`config.mk`:
```
export PLATFORM = sky130hd
export DESIGN_NAME = plpl_divider
export DESIGN_NICKNAME = d
export VERILOG_FILES = /design/src/hw/rtl/plpl_pkg.sv /design/src/hw/rtl/plpl_divider.sv
export SDC_FILE = /design/constraint.sdc
export NUM_CORES = 1
export LEC_CHECK = 0
export ABC_AREA = 1
export BUFFER_PORTS_ARGS = -buffer_cell sky130_fd_sc_hd__buf_2
export CAP_MARGIN = 0
export CORE_ASPECT_RATIO = 2
export CORE_UTILIZATION = 25
export DETAILED_ROUTE_END_ITERATION = 12
export SETUP_SLACK_MARGIN = 0.02
export SLEW_MARGIN = 20
export SYNTH_ARGS = -nofsm -noshare
export SYNTH_HDL_FRONTEND = slang
export SYNTH_SLANG_ARGS = --single-unit
```
`constraint.sdc`:
```
create_clock -name clk -period 2.8 [get_ports clk]
set_clock_uncertainty 0.15 [all_clocks]
set_input_delay 0.42 -clock clk [delete_from_list [all_inputs] [get_ports clk]]
set_output_delay 0.42 -clock clk [all_outputs]
set_load 0.1 [all_outputs]
```
`src/hw/rtl/plpl_pkg.sv`:
```
// Package for the piecewise-linear path lookup block.
// Holds request and status codes, widths and the joint record type.
// No dependencies; every other file imports it.
package plpl_pkg;

	localparam int MAX_JOINTS = 1024;
	localparam int IDX_W      = $clog2(MAX_JOINTS);
	localparam int SEG_W      = 10;
	localparam int TIME_W     = 32;
	localparam int POS_W      = 48;
	localparam int DELTA_W    = 32;
	localparam int FRAC_W     = 16;

	localparam logic [1:0] REQ_CLEAR  = 2'd0;
	localparam logic [1:0] REQ_APPEND = 2'd1;
	localparam logic [1:0] REQ_QUERY  = 2'd2;
	localparam logic [1:0] REQ_UNUSED = 2'd3;

	localparam logic [2:0] ST_OK      = 3'd0;
	localparam logic [2:0] ST_CLAMPED = 3'd1;
	localparam logic [2:0] ST_EMPTY   = 3'd2;
	localparam logic [2:0] ST_FULL    = 3'd3;
	localparam logic [2:0] ST_NOT_INC = 3'd4;

	localparam logic [IDX_W-1:0] LAST_IDX = IDX_W'(MAX_JOINTS - 1);

	typedef struct packed {
		logic [TIME_W-1:0]       jtime;
		logic signed [POS_W-1:0] x;
		logic signed [POS_W-1:0] y;
	} joint_t;

endpackage

```
`src/hw/rtl/plpl_divider.sv`:
```
// Restoring divider for the Q0.16 interpolation fraction, one quotient bit per cycle.
// The dividend is known to be below the divisor. Depends on plpl_pkg.
module plpl_divider
	import plpl_pkg::*;
(
	input  logic              clk,
	input  logic              arst_n,
	input  logic              start,
	input  logic [TIME_W-1:0] num,
	input  logic [TIME_W-1:0] den,
	output logic              done,
	output logic [FRAC_W-1:0] quo
);

	logic                      busy_q;
	logic [$clog2(FRAC_W)-1:0] cnt_q;
	logic [TIME_W-1:0]         rem_q;
	logic [TIME_W-1:0]         den_q;
	logic [FRAC_W-1:0]         quo_q;
	logic                      done_q;
	logic [TIME_W:0]           rem2;
	logic                      ge;

	assign rem2 = {rem_q, 1'b0};
	assign ge   = rem2 >= {1'b0, den_q};

	always_ff @(posedge clk or negedge arst_n) begin
		if (!arst_n) begin
			busy_q <= 1'b0;
			done_q <= 1'b0;
			cnt_q  <= '0;
		end else begin
			done_q <= 1'b0;
			if (start) begin
				busy_q <= 1'b1;
				cnt_q  <= '1;
			end else if (busy_q) begin
				cnt_q <= cnt_q - 1'b1;
				if (cnt_q == '0) begin
					busy_q <= 1'b0;
					done_q <= 1'b1;
				end
			end
		end
	end

	always_ff @(posedge clk) begin
		if (start) begin
			rem_q <= num;
			den_q <= den;
		end else if (busy_q) begin
			rem_q <= ge ? TIME_W'(rem2 - {1'b0, den_q}) : rem2[TIME_W-1:0];
			quo_q <= {quo_q[FRAC_W-2:0], ge};
		end
	end

	assign done = done_q;
	assign quo  = quo_q;

endmodule
```
## Word level (Yosys, flattened, before mapping)

Cells that the tools add are included.

| cells by class | value |
|---|---|
| add/subtract/negate cells | 2 |
| multiply operators | 0 |
| divide/modulo/power cells | 0 |
| $lt $le $gt $ge | 1 |
| equal/unequal tests | 0 |
| shift operators | 0 |
| muxes and demuxes | 11 |
| bitwise operators | 1 |
| reduce and logical (&&, ||, !) cells | 3 |

Operators with widths:

| operator | number |
|---|---|
| 32-bit two-way mux | 3 |
| 33-bit by 32-bit greater-or-equal comparator with 1-bit output | 1 |
| 32-bit subtractor | 1 |
| 4-bit two-way mux | 2 |
| 1-bit two-way mux | 6 |
| 4-bit logical NOT | 1 |
| 4-bit by 1-bit subtractor with 4-bit output, second input constant | 1 |
| 2-bit AND reduction | 1 |
| 2-bit nonzero test | 1 |
| 1-bit NOT | 1 |

| word-level totals | value |
|---|---|
| register bits after elaboration | 86 |
| latch bits | 0 |
| RAM bits | 0 |
| ROM bits | 0 |
| output and inout port bits | 17 |
| memories kept | 0 |

## Longest topological paths before layout

| logic depth | value |
|---|---|
| word-level depth | 4 |
| depth in mapped cells | 17 |

## Worst setup path before layout

OpenSTA, ideal clock, no wires.

| timing | value |
|---|---|
| path type | reg-to-reg |
| start point | register rem_q[2] |
| end point | register rem_q[30], data pin |
| library setup time | 0.252 ns |
| arrival time | 1.823 ns |
| path slack | 0.574 ns |
| cell stages (with the launch flop) | 17 |
| cell sequence | edfxtp_1 > ha_1 > nand2_1 > inv_1 > nand2_1 > nand2_1 > nand2_1 > nand3_2 > nand2_2 > nand2_2 > nand2_2 > buf_4 > nand3_1 > nand2_1 > clkinv_1 > nand2_1 > nand2_1 |

| between the ends | value |
|---|---|
| word-level cells in the longest chain between the ends | 4 |

RTL lines:

| what | RTL line | source |
|---|---|---|
| start, declared | plpl_divider.sv:17 | `logic [TIME_W-1:0] rem_q;` |
| start signal, assigned | plpl_divider.sv:49 | `rem_q <= num;` |
| start signal, assigned | plpl_divider.sv:52 | `rem_q <= ge ? TIME_W'(rem2 - {1'b0, den_q}) : rem2[TIME_W-1:0];` |
| 32-bit subtractor / 33-bit by 32-bit greater-or-equal comparator with 1-bit output (equally long branches) | plpl_divider.sv:52, plpl_divider.sv:25 |  |
| 32-bit two-way mux (*) | plpl_divider.sv:52 |  |
| 32-bit two-way mux (*) | plpl_divider.sv:51 | `end else if (busy_q) begin` |
| 32-bit two-way mux (*) | plpl_divider.sv:48 | `if (start) begin` |

Mark *: on every way between the ends. The rest lies on a longest branch, timed or not. The select of a mux whose other input is x is not followed.
A chain may end at the register's enable or synchronous reset.

## Worst setup path after layout

| timing | value |
|---|---|
| start point | register rem_q[15] |
| end point | register rem_q[26], data pin |

Same word-level chain as after synthesis.

==> impl_metrics.json <==
{
  "status": "completed",
  "ant_nets": 0,
  "rsz0062_at_grt": "true",
  "antenna_found_initial": 0,
  "endpoint_kind": "register",
  "clockBufferDepth": 2,
  "vias_per_cell": 4.295,
  "nNetsFinal": 1064,
  "max_stage_delay_ps": 410,
  "wl_per_cell_um": 14.57,
  "worst_hold_path.endpoint": "den_q[10]",
  "final_area_um2": 7541,
  "synth_area_leaders": "edfxtp_1, nand2_1, inv_1",
  "core_area_um2": 24630,
  "power_leakage_uw": 0.003945,
  "post-place-ws_ps": 132.2,
  "fmax_mhz": 385.4,
  "power_per_cell_area_nw_per_um2": 1003,
  "vdd_drop_max_uv": 311.1,
  "dp_hpwl_um": 15660,
  "grt_max_degree": 34,
  "holdPathStages": 1,
  "synth_top_area_cell": "edfxtp_1",
  "synth_cell_types": 37,
  "grt_pass1_vias": 5838,
  "min_path_type": "input port to register",
  "timing.rr.end": "rem_q[26]",
  "slowest_stage": "edfxtp_1",
  "rrSetupSlack_ps": 210,
  "r2r_cells": 13,
  "fin_crit_sh_pct": 92.66,
  "grt_pass1_wl_um": 29610,
  "synth_area_um2": 6291,
  "gp_congestion": 1.021,
  "final_cell_mix": "nand2_1, inv_1, buf_2",
  "min_period_ps": 2595,
  "firstDrtPassIters": 4,
  "synth_nets": 963,
  "die_area_um2": 25840,
  "regArea_um2": 2552,
  "cts.sinks": 86,
  "antenna_cells": 0,
  "die_height_um": 226.3,
  "drtIter0Drc": 199,
  "syn_avg_cell_area_um2": 7.298,
  "holdWs_ps": 66.70,
  "cts_buffers": 9,
  "dr_total_vias": 5583,
  "critPathKind": "register to register",
  "htreeDepth": 3,
  "io_pins": 84,
  "cts_setup_buffers": 0,
  "final_layout_size_suffix_gt1_share_pct": 15.19,
  "grt_overflow": 0,
  "rows": 81,
  "slew_headroom_pct": 65.19,
  "mostFrequentLayoutCell": "nand2_1",
  "grt.total_usage_pct": 15.61,
  "ys_ff_latch": 86,
  "startpoint_type": "register",
  "nFillCells": 2681,
  "placed_area_um2": 7198,
  "clock-root-buffer": "clkbuf_16",
  "die_w_um": 114.2,
  "drt-total-wl_um": 18940,
  "start_util_pct": 25.54,
  "crit_top_cell": "nand2_1",
  "syn_inst": 862,
  "clkTransAtPathRegs_ps": 80,
  "cap_violations": 0,
  "yosysWarnings": 0,
  "hold_violations": 0,
  "synth_top_area_share_pct": 38.19,
  "route.detailed.drc": 0,
  "critPathArrivalTime_ps": 2570,
  "tightest_slew_ps": 522.2,
  "synthArstFlopShare_pct": 6.977,
  "worstReg2RegStart": "rem_q[15]",
  "cts_tree": "built",
  "synth_ff_type": "edfxtp_1",
  "ys_seq_area_share_pct": 40.57,
  "fin_setup_tns_ps": 0,
  "clk-insertion-delay-late_ps": 370,
  "crit_chain": "ha_1 > nand2_1 > nor2_1 > nand2_1 > nand2_1 > inv_1 > nand2_2 > nand2_2 > nand2_8 > buf_12 > nand3_1 > nand2_1 > nand2_1",
  "worstPathMaxFanout": 10,
  "syn_to_final_growth_pct": 19.87,
  "synth_edf_count": 80,
  "hp-start": "den[10]",
  "multi_input_area_um2": 2974,
  "setup_slack_ps": 205.4,
  "setup_viol": 0,
  "slew_viol_final": 0,
  "required_ps": 2780,
  "io_buffers": 83
}
-- cell type report --
| type | count | area share, % |
|---|---|---|
| repair buffers | 106 | 8.479 |
| clock buffers | 9 | 2.987 |
| clock inverters | 7 | 1.178 |
| inverters | 172 | 8.561 |
| multi-input cells | 588 | 39.44 |
| flip-flops and latches | 86 | 33.85 |
| well taps | 332 | 5.509 |
-- report_power, final --
group          total, uW  switching [uW]  internal, uW  leakage, uW
clock network       1270             625           643     0.000153
registers           1940             154          1780     0.000876
logic               4360            2780          1590      0.00292
total               7570            3550          4010      0.00395
-- worst max-delay path: cells and delay by family, from the launching register on --
| kind | cells | cell delay, ps |
|---|---|---|
| DFF | 1 | 410 |
| buffers and inverters | 2 | 220 |
| and+or+nand+nor | 10 | 1190 |
| adders and majority gates | 1 | 380 |
-- worst max-delay path by stage --
| stage | startpoint | endpoint | slack, ps | cells after the start |
|---|---|---|---|---|
| 3_5_place_dp | rem_q[16] | rem_q[30] | 130 | 14 |
| 5_1_grt | rem_q[22] | rem_q[26] | 20 | 14 |
| 4_1_cts | rem_q[16] | rem_q[30] | 100 | 14 |
| 6_report | rem_q[15] | rem_q[26] | 210 | 13 |
| 3_3_place_gp | rem_q[22] | rem_q[30] | 100 | 14 |
| 2_1_floorplan | rem_q[2] | rem_q[30] | 570 | 16 |
-- cells by family (layout without fill, tap and decap cells) --
group,Yosys count,after routing,synth area share (%)
fa+ha+maj,34,34,6.882
flops,86,86,40.57
simple gates,510,510,35.46
compound gates,29,29,2.725
xor+xnor,15,15,2.088
buf+inv,188,294,12.27
-- synthesized netlist by cell type (all sizes together), types with 8 or more instances --
master	number
nand2	342
nor2	50
nand3b	25
ha	33
edfxtp	80
inv	170
buf	12
nand4	8
nand3	73
a21oi	17
xnor2	14
-- metal layers --
metal / up-vias / routed length, um / track usage [%]
li1: 2889 / - / -
met1: 2549 / 6220 / 13.47
met2: 97 / 11150 / 31.61
met3: 48 / 441 / 2.406
met4: 0 / 1130 / 10.60
met5: - / 0 / 0
-- state kept, by name (all words and copies together), names as in the netlist --
register / count
busy_q: 1
rem_q: 32
cnt_q: 4
den_q: 32
quo: 16
done: 1
-- through the flow --
step | utilization (%) | cells | power [uW]
after global placement | 29.23 | 1283 | 6290
after floorplan | - | 862 | 5088
final | 30.62 | 1300 | 7565
after CTS | 30.54 | 1300 | 7614
after global routing | 30.62 | 1300 | 8223
after detailed placement | 29.23 | 1283 | 6304
-- repair_timing --
item / in CTS / in global routing
setup endpoints to repair: 0 / 31
hold buffers: 1 / 0
resized for setup: 0 / 6
hold endpoints to repair: 6 / 0
Note: power is estimated with default switching activity, not from simulation.
